### src/gis_pkg.sv
package gis_pkg;

	localparam int SIGMOID_POINTS_DEF = 256;

	localparam int CFG_DATA_W = 24;
	localparam int CFG_INDEX_W = 3;

	// register indexes
	localparam logic [CFG_INDEX_W-1:0] REG_TIME_STEP = 3'd0;
	localparam logic [CFG_INDEX_W-1:0] REG_PEAK_COND = 3'd1;
	localparam logic [CFG_INDEX_W-1:0] REG_HALF_ACT = 3'd2;
	localparam logic [CFG_INDEX_W-1:0] REG_SLOPE = 3'd3;
	localparam logic [CFG_INDEX_W-1:0] REG_RISE = 3'd4;
	localparam logic [CFG_INDEX_W-1:0] REG_DECAY = 3'd5;
	localparam logic [CFG_INDEX_W-1:0] REG_REVERSAL = 3'd6;
	localparam logic [CFG_INDEX_W-1:0] REG_INIT_GATE = 3'd7;

	localparam int DIV_STEPS = 33;
	localparam longint unsigned ONE_Q31 = 64'd1 << 31;

	typedef enum logic [3:0] {
		S_IDLE, S_DIV, S_MP, S_KF, S_PROD, S_INTERP, S_CLO, S_CHI,
		S_RS, S_A, S_DIFF, S_INCLO, S_INCHI, S_FIN
	} state_t;

	typedef enum logic [3:0] {
		OP_NONE, OP_LOAD, OP_DIV, OP_MP, OP_KF, OP_PROD, OP_INTERP, OP_CLO,
		OP_CHI, OP_RS, OP_A, OP_DIFF, OP_INCLO, OP_INCHI, OP_FIN
	} op_t;

	typedef struct packed {
		op_t op;
	} cmd_t;

	typedef struct packed {
		logic out_free;
	} status_t;

	// unsigned quotient by shift and subtract, for table building only
	function automatic longint unsigned udiv_q(longint unsigned a, longint unsigned b);
		longint unsigned q;
		longint unsigned r;
		q = 0;
		r = 0;
		for (int i = 63; i >= 0; i--) begin
			r = {r[62:0], a[i]};
			if (r >= b) begin
				r = r - b;
				q[i] = 1'b1;
			end
		end
		return q;
	endfunction

	// unsigned remainder by shift and subtract, for table building only
	function automatic longint unsigned udiv_r(longint unsigned a, longint unsigned b);
		longint unsigned r;
		r = 0;
		for (int i = 63; i >= 0; i--) begin
			r = {r[62:0], a[i]};
			if (r >= b) r = r - b;
		end
		return r;
	endfunction

	// exp(-num/den) in Q.31 by a truncated Taylor series
	function automatic longint unsigned exp_neg_frac(longint unsigned num,
			longint unsigned den);
		longint unsigned pos;
		longint unsigned neg;
		longint unsigned term;
		pos = ONE_Q31;
		neg = 0;
		term = ONE_Q31;
		for (longint unsigned n = 1; n <= 24; n++) begin
			term = udiv_q(term * num, den * n);
			if (n[0]) neg = neg + term;
			else pos = pos + term;
		end
		return (neg > pos) ? 64'd0 : pos - neg;
	endfunction

	// sigmoid sample k of n over [-8, 8], Q0.16, capped
	function automatic longint unsigned sig_point(longint unsigned k, longint unsigned n);
		longint unsigned a;
		longint unsigned b;
		longint unsigned m;
		longint unsigned ip;
		longint unsigned fp;
		longint unsigned e;
		longint unsigned e1;
		longint unsigned den;
		longint unsigned s;
		logic below;
		a = 16 * k;
		b = 8 * n;
		below = a < b;
		m = below ? b - a : a - b;
		ip = udiv_q(m, n);
		fp = udiv_r(m, n);
		e = exp_neg_frac(fp, n);
		e1 = exp_neg_frac(1, 1);
		for (longint unsigned j = 0; j < ip && j < 16; j++) e = (e * e1) >> 31;
		den = ONE_Q31 + e;
		if (below) s = udiv_q((e << 16) + (den >> 1), den);
		else s = udiv_q((64'd1 << 47) + (den >> 1), den);
		return (s > 65535) ? 64'd65535 : s;
	endfunction

endpackage

### src/gis_ctrl.sv
module gis_ctrl (
	input  logic              clk,
	input  logic              arst_n,
	input  logic              in_valid,
	output logic              in_ready,
	input  gis_pkg::status_t  stat,
	output gis_pkg::cmd_t     cmd
);
	import gis_pkg::*;

	state_t state_q;
	state_t state_n;
	logic [5:0] cnt_q;

	// next state
	always_comb begin
		state_n = state_q;
		unique case (state_q)
			S_IDLE: if (in_valid) state_n = S_DIV;
			S_DIV: if (cnt_q == 6'(DIV_STEPS - 1)) state_n = S_MP;
			S_MP: state_n = S_KF;
			S_KF: state_n = S_PROD;
			S_PROD: state_n = S_INTERP;
			S_INTERP: state_n = S_CLO;
			S_CLO: state_n = S_CHI;
			S_CHI: state_n = S_RS;
			S_RS: state_n = S_A;
			S_A: state_n = S_DIFF;
			S_DIFF: state_n = S_INCLO;
			S_INCLO: state_n = S_INCHI;
			S_INCHI: state_n = S_FIN;
			S_FIN: if (stat.out_free) state_n = S_IDLE;
			default: state_n = S_IDLE;
		endcase
	end

	// outputs
	always_comb begin
		in_ready = 1'b0;
		cmd.op = OP_NONE;
		unique case (state_q)
			S_IDLE: begin
				in_ready = 1'b1;
				if (in_valid) cmd.op = OP_LOAD;
			end
			S_DIV: cmd.op = OP_DIV;
			S_MP: cmd.op = OP_MP;
			S_KF: cmd.op = OP_KF;
			S_PROD: cmd.op = OP_PROD;
			S_INTERP: cmd.op = OP_INTERP;
			S_CLO: cmd.op = OP_CLO;
			S_CHI: cmd.op = OP_CHI;
			S_RS: cmd.op = OP_RS;
			S_A: cmd.op = OP_A;
			S_DIFF: cmd.op = OP_DIFF;
			S_INCLO: cmd.op = OP_INCLO;
			S_INCHI: cmd.op = OP_INCHI;
			S_FIN: if (stat.out_free) cmd.op = OP_FIN;
			default: cmd.op = OP_NONE;
		endcase
	end

	// state and divider step count
	always_ff @(posedge clk or negedge arst_n) begin
		if (!arst_n) begin
			state_q <= S_IDLE;
			cnt_q <= '0;
		end else begin
			state_q <= state_n;
			if (state_q == S_DIV) cnt_q <= cnt_q + 6'd1;
			else cnt_q <= '0;
		end
	end
endmodule

### config.mk
export PLATFORM = sky130hd
export DESIGN_NAME = gis_ctrl
export DESIGN_NICKNAME = d
export VERILOG_FILES = /design/src/gis_pkg.sv /design/src/gis_ctrl.sv
export SDC_FILE = /design/constraint.sdc
export NUM_CORES = 1
export LEC_CHECK = 0
export BUFFER_PORTS_ARGS = -buffer_cell sky130_fd_sc_hd__buf_2
export CORE_AREA = 2 2 39 41
export CTS_CLUSTER_DIAMETER = 100
export DETAILED_ROUTE_END_ITERATION = 6
export DIE_AREA = 0 0 41 43
export GPL_TIMING_DRIVEN = 0
export PLACE_DENSITY = 0.62
export SLEW_MARGIN = 20
export SYNTH_ARGS = -nofsm -noshare
export SYNTH_HDL_FRONTEND = slang
export SYNTH_SLANG_ARGS = --single-unit
export TNS_END_PERCENT = 30
### constraint.sdc
create_clock -name clk -period 1.8 [get_ports clk]
set_input_delay 0.27 -clock clk [delete_from_list [all_inputs] [get_ports clk]]
set_output_delay 0.27 -clock clk [all_outputs]
set_load 0.01 [all_outputs]
==> results of run 1 <==
==> metal layers <==
metal,track usage [%],routed length [um],vias to the layer above
met5,0,0,-
met4,10.0,6,0
met3,1.57,39,2
met2,22.5,493,7
met1,21.8,562,231
li1,-,-,259
==> cell usage after synthesis (2+ instances only) <==
| cell | count | share of area (%) |
|---|---|---|
| dfrtp_1 | 10 | 42 |
| nand2_1 | 7 | 4.4 |
| o21ai_0 | 7 | 5.9 |
| a21oi_1 | 5 | 4.2 |
| nor2_1 | 5 | 3.2 |
| inv_1 | 4 | 2.5 |
| nand3_1 | 3 | 2.5 |
| buf_4 | 2 | 2.5 |
| ha_1 | 2 | 4.2 |
| nor3_1 | 2 | 1.7 |
| xor2_1 | 2 | 2.9 |
==> cell type report <==
class / count / share of cell area (%)
Timing Repair Buffer: 9 / 7.27
Buffer: 4 / 4.55
Clock buffer: 3 / 3.27
Multi-Input combinational cell: 49 / 43.5
Tap cell: 16 / 2.91
Inverter: 4 / 2.18
Sequential cell: 10 / 36.4
==> cell families (layout without fill, tap and decap cells) <==
family	count (synthesis)	in the layout
compound gates	18	18
xor+xnor	3	3
fa+ha+maj	2	2
buf+inv	8	20
flops	10	10
simple gates	26	26
==> worst max path at each step <==
stage	endpoint	from	cells past startpoint	slack [ns]
6_report	cmd[0]	state_q[2]	4	0.09
3_5_place_dp	cmd[0]	state_q[2]	4	0.36
4_1_cts	cmd[0]	state_q[2]	4	0.07
2_1_floorplan	state_q[0]	state_q[2]	4	0.36
3_3_place_gp	cmd[0]	state_q[2]	4	0.36
5_1_grt	cmd[0]	state_q[3]	4	0.03
==> cells in the final DEF, fill, tap and decap left out, types with 2 or more instances in the layout <==
| master | instances |
|---|---|
| clkbuf_4 | 3 |
| buf_2 | 9 |
| nand3_1 | 3 |
| ha_1 | 2 |
| inv_1 | 4 |
| dfrtp_1 | 10 |
| nor3_1 | 2 |
| xor2_1 | 2 |
| buf_4 | 2 |
| nor2_1 | 5 |
| o21ai_0 | 7 |
| nand2_1 | 7 |
| a21oi_1 | 5 |
==> report_power, final <==
part           internal [W]  leakage (nW)  switching [W]
clock             0.0000766        0.0138      0.0000655
combinational      0.000267         0.176       0.000317
sequential         0.000283         0.132      0.0000377
==> through the flow <==
step / instances / cell area (um2)
3_3_place_gp: 91 / 656
2_1_floorplan: 67 / 596
3_5_place_dp: 91 / 656
4_1_cts: 95 / 688
6_report: 95 / 688
5_1_grt: 95 / 688
==> flip-flops by register name, summed over array words and instances (netlist names) <==
register	count
cnt_q	6
state_q	4
==> repair_timing <==
item | in CTS | in global routing
hold buffers | 1 | 0
hold endpoints to repair | 10 | 0
buffers inserted | 0 | 0
==> critical path: cells and delay by family (launching register included) <==
kind            cells  cell delay, ns
compound gates      1            0.19
buf+inv             2            0.27
flops               1            0.37
simple gates        1            0.36
==> results.py, run 1 <==
metrics = {
    "clocking": {
        "cts-root-buf": "clkbuf_4",
        "numCtsBuffers": 3,
        "cts.sink_count": 10,
        "cts_resized": 0,
        "clockBufferDepth": 2,
        "clock_latency_ns": 0.25,
        "htreeDepth": 1,
        "cts_tree": "built",
        "clkTransAtPathRegs_ns": 0.06,
    },
    "synth": {
        "yosys.area_share.simple_pct": 23.1,
        "synthFlopType": "dfrtp_1",
        "synth_edf_count": 0,
        "synth_fa_ha_area_share_pct": 4.20,
        "yosysWarnings": 0,
        "syn-cell-area_um2": 596,
        "syn_nets": 73,
        "synth_top_family_by_area": "simple AND/OR/NAND/NOR gates",
        "synth_compound_area_share_pct": 18.5,
        "synth_xor_xnor_area_share_pct": 4.41,
        "ys_ff_latch": 10,
        "syn_avg_cell_area_um2": 8.89,
        "yosysSeqAreaShare_pct": 42.0,
        "ys_types": 29,
        "async_flop_share_pct": 100,
        "synth_mux_area_share_pct": 0,
        "synth_cells": 67,
    },
    "grt": {
        "track_usage_pct": 15.7,
        "grt_pass1_wl_um": 1850,
        "grt_max_degree": 11,
        "grt_pass1_vias": 446,
        "grt.overflow.total": 0,
        "antenna_found_initial": 0,
    },
    "setup_path": {
        "cp-start-kind": "flip-flop",
        "max_stage_delay_ns": 0.37,
        "cp_max_fo": 10,
        "path_cells": "buf_6 -> or3_4 -> o21a_1 -> buf_2",
        "cp.arrival_ns": 1.44,
        "reg2regPathDepth": 4,
        "cp_slowest_cell": "dfrtp_1",
        "reg2reg_from": "state_q[2]",
        "critPathRequiredTime_ns": 1.53,
        "path_class": "reg -> out",
        "timing.rr.end": "state_q[0]",
        "r2r_slack_ns": 0.38,
        "critPathCaptureType": "output pin",
    },
    "routing": {
        "routed_wl_um": 1100,
        "vias": 499,
        "post-route-drc-count": 0,
        "via_per_inst": 5.25,
        "post_drt_wl_per_cell_um": 11.6,
        "dr.pass1.iters": 4,
        "drtIter0Drc": 14,
        "ant_nets": 0,
    },
    "sta": {
        "drv_slew": 0,
        "fin_crit_ns": 1.71,
        "grt_setup_unrepaired": "false",
        "fin_ws_ns": 0.0874,
        "hold_viol_final": 0,
        "hold_slack_ns": 0.361,
        "max_freq_mhz": 584,
        "fin_crit_sh_pct": 95.1,
        "slew_headroom_pct": 77.2,
        "setup_viol": 0,
        "worstMarginPinSlew_ns": 0.339,
        "setup-tns-final_ns": 0,
        "fin_skew_ns": 0.000274,
    },
    "final_layout": {
        "drive_above_1_share_pct": 21.5,
        "fin_util_pct": 49.7,
        "multiInputGateArea_um2": 299,
        "syn_to_final_growth_pct": 15.5,
        "n_antenna_cell": 0,
        "nFillCells": 153,
        "fin_nets": 87,
        "regArea_um2": 250,
    },
    "floorplan": {
        "ios": 9,
        "dieArea_um2": 1760,
        "coreArea_um2": 1380,
        "rows": 14,
        "die_h_um": 43,
        "start_util_pct": 43.0,
        "die_x_um": 41,
    },
    "power_and_ir_drop": {
        "p_leak_nw": 0.322,
        "p_per_area_nw_per_um2": 1520,
        "ir_drop_uv": 535,
        "power_w": 0.00105,
    },
    "place": {
        "place_congestion": 0.655,
        "pre_cts_slack_ns": 0.358,
        "port_buffers": 8,
        "dp.final_hpwl_um": 782,
    },
    "worst_hold_path": {
        "hold_depth": 3,
        "hold_start": "in_valid",
        "min_path_type": "in -> reg",
        "min_to": "state_q[0]",
    },
    "flow_run": {
        "drv_cap": 0,
    },
    "outcome": {
        "status": "finished, final reports clean",
    },
}
Power figures use the tool's default switching activity.
==> inputs of run 2 (changes only) <==
--- a/config.mk
+++ b/config.mk
@@ -5,12 +5,12 @@
 export SDC_FILE = /design/constraint.sdc
 export NUM_CORES = 1
 export LEC_CHECK = 0
-export BUFFER_PORTS_ARGS = -buffer_cell sky130_fd_sc_hd__buf_2
+export BUFFER_PORTS_ARGS = -buffer_cell sky130_fd_sc_hd__buf_4
 export CORE_AREA = 2 2 39 41
+export CTS_BUF_LIST = sky130_fd_sc_hd__clkbuf_16
 export CTS_CLUSTER_DIAMETER = 100
 export DETAILED_ROUTE_END_ITERATION = 6
 export DIE_AREA = 0 0 41 43
-export GPL_TIMING_DRIVEN = 0
 export PLACE_DENSITY = 0.62
 export SLEW_MARGIN = 20
 export SYNTH_ARGS = -nofsm -noshare
==> run 2 against run 1 <==
Setup slack worse by 0.019 ns. Critical endpoint unchanged. Clock power rose to 2.9 times the previous value. Non-clock buffer count down 4. Global-route usage up 1.3 points. Count of clock-buffer cells in the layout unchanged. Highest routed layer unchanged. Maximum frequency down 1.1%. Via count down 2.6%. Combinational power down 19%. Register-to-register slack worse by 0.04 ns. Sequential cell count unchanged. Sequential share of layout area down 2.1 points. Sequential power up 28%.
==> results.py, run 2 (same netlist as run 1, synthesis figures left out) <==
metrics = {
    "final_layout": {
        "most-common-layout-cells": "dfrtp_1, buf_4, nand2_1, o21ai_0",
        "regArea_um2": 251,
        "mostFrequentLayoutCell": "dfrtp_1",
        "fin_cells": 92,
        "syn_to_final_growth_pct": 23.3,
        "drive_above_1_share_pct": 18.4,
        "largest_reg_flops": 6,
        "multiInputGateArea_um2": 299,
        "fin_nets": 83,
        "largestRegisters": "cnt_q: 6 flops, state_q: 4 flops",
        "regMostFlops": "cnt_q",
        "n_antenna_cell": 0,
        "nFillCells": 125,
    },
    "setup_path": {
        "cp.arrival_ns": 1.46,
        "critPathRequiredTime_ns": 1.53,
        "critPathCaptureType": "output pin",
        "critPathBufInv": 1,
        "path_cells": "or3_4 -> o21a_1 -> buf_4",
        "max_stage_delay_ns": 0.47,
        "cp_slowest_cell": "dfrtp_2",
        "cp_max_fo": 12,
        "path_class": "reg -> out",
        "cp-start-kind": "flip-flop",
        "path_delay_family": "flip-flops",
    },
    "grt": {
        "grt_pass1_wl_um": 1970,
        "track_usage_pct": 17.1,
        "antenna_found_initial": 0,
        "grt_max_degree": 14,
        "grt_pass1_vias": 459,
        "grt.overflow.total": 0,
    },
    "sta": {
        "slew_headroom_pct": 75.5,
        "hold_viol_final": 0,
        "drv_slew": 0,
        "fin_skew_ns": 0.00200,
        "hold_slack_ns": 0.396,
        "worstMarginPinSlew_ns": 0.367,
        "fin_crit_ns": 1.73,
        "fin_crit_sh_pct": 96.2,
        "setup-tns-final_ns": 0,
        "max_freq_mhz": 578,
        "grt_setup_unrepaired": "false",
        "setup_viol": 0,
    },
    "clocking": {
        "cts.sink_count": 10,
        "cts_tree": "built",
        "postCtsSetupBuffers": 0,
        "clkTransAtPathRegs_ns": 0.04,
        "numCtsBuffers": 3,
        "clock_latency_ns": 0.24,
        "cts-root-buf": "clkbuf_16",
        "htreeDepth": 1,
        "clockBufferDepth": 2,
    },
    "routing": {
        "post-route-drc-count": 0,
        "vias": 486,
        "post_drt_wl_per_cell_um": 12.5,
        "dr.pass1.iters": 4,
        "ant_nets": 0,
        "drtIter0Drc": 6,
        "via_per_inst": 5.28,
        "routed_wl_um": 1150,
    },
    "power_and_ir_drop": {
        "p_leak_nw": 0.330,
        "ir_drop_uv": 628,
        "p_per_area_nw_per_um2": 1750,
    },
    "floorplan": {
        "dieArea_um2": 1760,
        "ios": 9,
        "start_util_pct": 43.0,
        "coreArea_um2": 1380,
        "die_x_um": 41,
        "rows": 14,
        "die_h_um": 43,
    },
    "worst_hold_path": {
        "min_path_type": "in -> async",
    },
    "outcome": {
        "status": "finished, final reports clean",
    },
    "place": {
        "place_congestion": 0.753,
        "dp.final_hpwl_um": 826,
        "port_buffers": 8,
        "placed_cells": 87,
    },
    "flow_run": {
        "drv_cap": 0,
    },
}
run 2: path summary, 6_finish.rpt:
path	from	to	slack, ns	depth (start not counted)
max in group asynchronous	arst_n	state_q[1]	1.25	2
hold / removal	arst_n	cnt_q[2]	0.40	2
hold reg to reg	cnt_q[0]	cnt_q[0]	0.49	1
min in group clk	in_valid	state_q[0]	0.40	3
setup reg to reg	state_q[1]	state_q[0]	0.34	3
setup / recovery	state_q[1]	cmd[0]	0.07	3
run 2: metal layers:
layer,global-route usage (%),wire length (um),vias up
met4,12.0,23,0
met2,22.8,508,11
li1,-,-,252
met3,5.24,60,4
met1,22.4,557,219
met5,0,0,-
run 2: cell type report:
class / count / share of cell area [%]
repair buffers: 9 / 9.54
clock buffers: 3 / 10.2
clock inverters: 1 / 0.511
flip-flops and latches: 10 / 34.2
well taps: 16 / 2.73
multi-input cells: 49 / 40.7
inverters: 4 / 2.04
run 2: metrics by stage:
step | cell area (um2) | utilization [%] | setup slack, ns | power, W
CTS | 733 | 53.0 | 0.0336 | 0.00129
floorplan | 596 | - | 0.364 | 0.000751
detailed placement | 644 | 46.6 | 0.286 | 0.000881
finish | 734 | 53.1 | 0.0689 | 0.00129
global placement | 644 | 46.6 | 0.336 | 0.000872
global route | 734 | 53.1 | 0.0347 | 0.00138
run 2: power by group:
part	leakage (nW)	internal (W)	total, W	switching [W]
clock network	0.0385	0.000292	0.000405	0.000113
registers	0.131	0.000285	0.000410	0.000125
logic	0.160	0.000250	0.000472	0.000223
run 2: timing repair:
item                                    CTS  global route
endpoints found under the hold margin    10             0
gates resized for setup                   0             1
hold buffers                              1             0
endpoints found under the setup margin    0             1
==> inputs of run 3 (changes only) <==
--- a/config.mk
+++ b/config.mk
@@ -6,12 +6,14 @@
 export NUM_CORES = 1
 export LEC_CHECK = 0
 export BUFFER_PORTS_ARGS = -buffer_cell sky130_fd_sc_hd__buf_4
-export CORE_AREA = 2 2 39 41
+export CELL_PAD_IN_SITES_DETAIL_PLACEMENT = 1
+export CELL_PAD_IN_SITES_GLOBAL_PLACEMENT = 2
+export CORE_MARGIN = 1.5
+export CORE_UTILIZATION = 32
 export CTS_BUF_LIST = sky130_fd_sc_hd__clkbuf_16
 export CTS_CLUSTER_DIAMETER = 100
 export DETAILED_ROUTE_END_ITERATION = 6
-export DIE_AREA = 0 0 41 43
-export PLACE_DENSITY = 0.62
+export PLACE_DENSITY = 0.71
 export SLEW_MARGIN = 20
 export SYNTH_ARGS = -nofsm -noshare
 export SYNTH_HDL_FRONTEND = slang
==> run 3 against run 2 <==
Sequential cell count is the same. Cell count grew 11%. Setup slack improved by 0.016 ns. Combinational power increased by 12%. Maximum frequency grew 0.93%. Register-to-register slack is essentially flat. Sequential power fell by 3%. Global-route usage is 0.72 points lower. Critical path type unchanged. Highest routed layer unchanged.
==> results.py, run 3 (same netlist as run 1, synthesis figures left out) <==
metrics = {
    "clocking": {
        "cts-root-buf": "clkbuf_16",
        "clock_latency_ns": 0.23,
        "numCtsBuffers": 3,
        "htreeDepth": 1,
        "clkTransAtPathRegs_ns": 0.04,
        "cts.sink_count": 10,
        "clockBufferDepth": 2,
        "cts_tree": "built",
    },
    "final_layout": {
        "regMostFlops": "cnt_q",
        "mostFrequentLayoutCell": "buf_4",
        "n_antenna_cell": 0,
        "drive_above_1_share_pct": 20.8,
        "syn_to_final_growth_pct": 27.1,
        "most-common-layout-cells": "buf_4, dfrtp_1, nand2_1, o21ai_0",
        "fin_cells": 102,
        "nFillCells": 213,
        "fin_nets": 85,
        "regArea_um2": 251,
        "multiInputGateArea_um2": 299,
        "largestRegisters": "cnt_q: 6 flops, state_q: 4 flops",
        "largest_reg_flops": 6,
    },
    "power_and_ir_drop": {
        "p_leak_nw": 0.338,
        "p_per_area_nw_per_um2": 1730,
        "ir_drop_uv": 826,
    },
    "setup_path": {
        "cp_max_fo": 12,
        "cp_slowest_cell": "dfrtp_2",
        "critPathRequiredTime_ns": 1.53,
        "path_cells": "or3_4 -> o21a_1 -> buf_4",
        "cp-start-kind": "flip-flop",
        "max_stage_delay_ns": 0.47,
        "cp.arrival_ns": 1.45,
        "critPathCaptureType": "output pin",
        "path_class": "reg -> out",
    },
    "sta": {
        "slew_headroom_pct": 75.5,
        "max_freq_mhz": 583,
        "worstMarginPinSlew_ns": 0.368,
        "fin_skew_ns": 0.00277,
        "setup-tns-final_ns": 0,
        "setup_viol": 0,
        "hold_viol_final": 0,
        "drv_slew": 0,
        "grt_setup_unrepaired": "false",
        "fin_crit_ns": 1.72,
        "fin_crit_sh_pct": 95.3,
    },
    "place": {
        "placed_cells": 98,
        "place_congestion": 0.680,
        "port_buffers": 8,
        "dp.final_hpwl_um": 942,
    },
    "grt": {
        "grt.overflow.total": 0,
        "grt_max_degree": 14,
        "grt_pass1_vias": 487,
        "track_usage_pct": 16.4,
        "grt_pass1_wl_um": 2270,
        "antenna_found_initial": 0,
    },
    "routing": {
        "post-route-drc-count": 0,
        "wl_met2_um": 599,
        "routed_wl_um": 1320,
        "highest_layer": "met4",
        "wl_met3_um": 47,
        "wl_met1_um": 640,
        "post_drt_wl_per_cell_um": 13.0,
        "ant_nets": 0,
        "vias": 488,
        "via_per_inst": 4.78,
        "dr.pass1.iters": 2,
        "drtIter0Drc": 2,
    },
    "floorplan": {
        "die_x_um": 46.1,
        "dieArea_um2": 2130,
        "rows": 15,
        "ios": 9,
        "coreArea_um2": 1750,
        "start_util_pct": 34.1,
        "die_h_um": 46.1,
    },
    "flow_run": {
        "drv_cap": 0,
    },
    "outcome": {
        "status": "finished, final reports clean",
    },
    "worst_hold_path": {
        "min_path_type": "in -> reg",
    },
}
run 3: cell count changes in the layout (fill, tap and decap cells not counted), sizes merged:
cell,change
clkinv,-1
buf,+2
run 3: through the flow:
| step | power, W | util [%] | instance area, um2 | worst slack, ns | hold slack (ns) |
|---|---|---|---|---|---|
| after detailed placement | 0.000935 | 38.4 | 671 | 0.290 | 0.110 |
| after global placement | 0.000928 | 38.4 | 671 | 0.311 | 0.108 |
| final | 0.00131 | 43.4 | 757 | 0.0848 | 0.385 |
| after CTS | 0.00133 | 43.3 | 756 | 0.0371 | 0.383 |
| after global routing | 0.00143 | 43.4 | 757 | 0.0183 | 0.408 |
| after floorplan | 0.000751 | - | 596 | 0.364 | -0.0256 |
run 3: timing repair:
action,4_1_cts,5_1_grt
setup buffers,0,0
endpoints found under the setup margin,0,1
hold endpoints to repair,10,0
hold buffers,1,0
gates resized for setup,0,1
run 3: layout make-up:
cell class              instances  share of cell area (%)
well taps                      25                    4.13
inverters                       4                    1.98
flip-flops and latches         10                    33.2
clock buffers                   3                    9.92
repair buffers                 11                    11.2
multi-input cells              49                    39.5
run 3: worst paths after layout:
check                      startpoint         end  slack [ns]  cells past startpoint
max                        state_q[1]      cmd[0]        0.08                      3
min                          in_valid  state_q[0]        0.39                      3
max reg2reg                state_q[1]  state_q[0]        0.35                      3
min reg2reg                  cnt_q[0]    cnt_q[0]        0.49                      1
max in group asynchronous      arst_n  state_q[1]        1.21                      2
min in group asynchronous      arst_n    cnt_q[4]        0.43                      2
run 3: layer usage:
layer	vias to the layer above	track usage, %
met5	-	0
met4	0	10.3
met3	4	7.06
met2	6	22.5
met1	227	20.7
li1	251	-
run 3: where the power goes:
part           internal (W)  total (W)  switching (W)
clock network      0.000287   0.000382      0.0000949
logic              0.000284   0.000528       0.000245
registers          0.000285   0.000398       0.000113
run 3: critical path: cells and delay by family (launching register included):
family          cells  cell delay, ns
buf+inv             1            0.14
simple gates        1            0.41
compound gates      1            0.19
flops               1            0.47
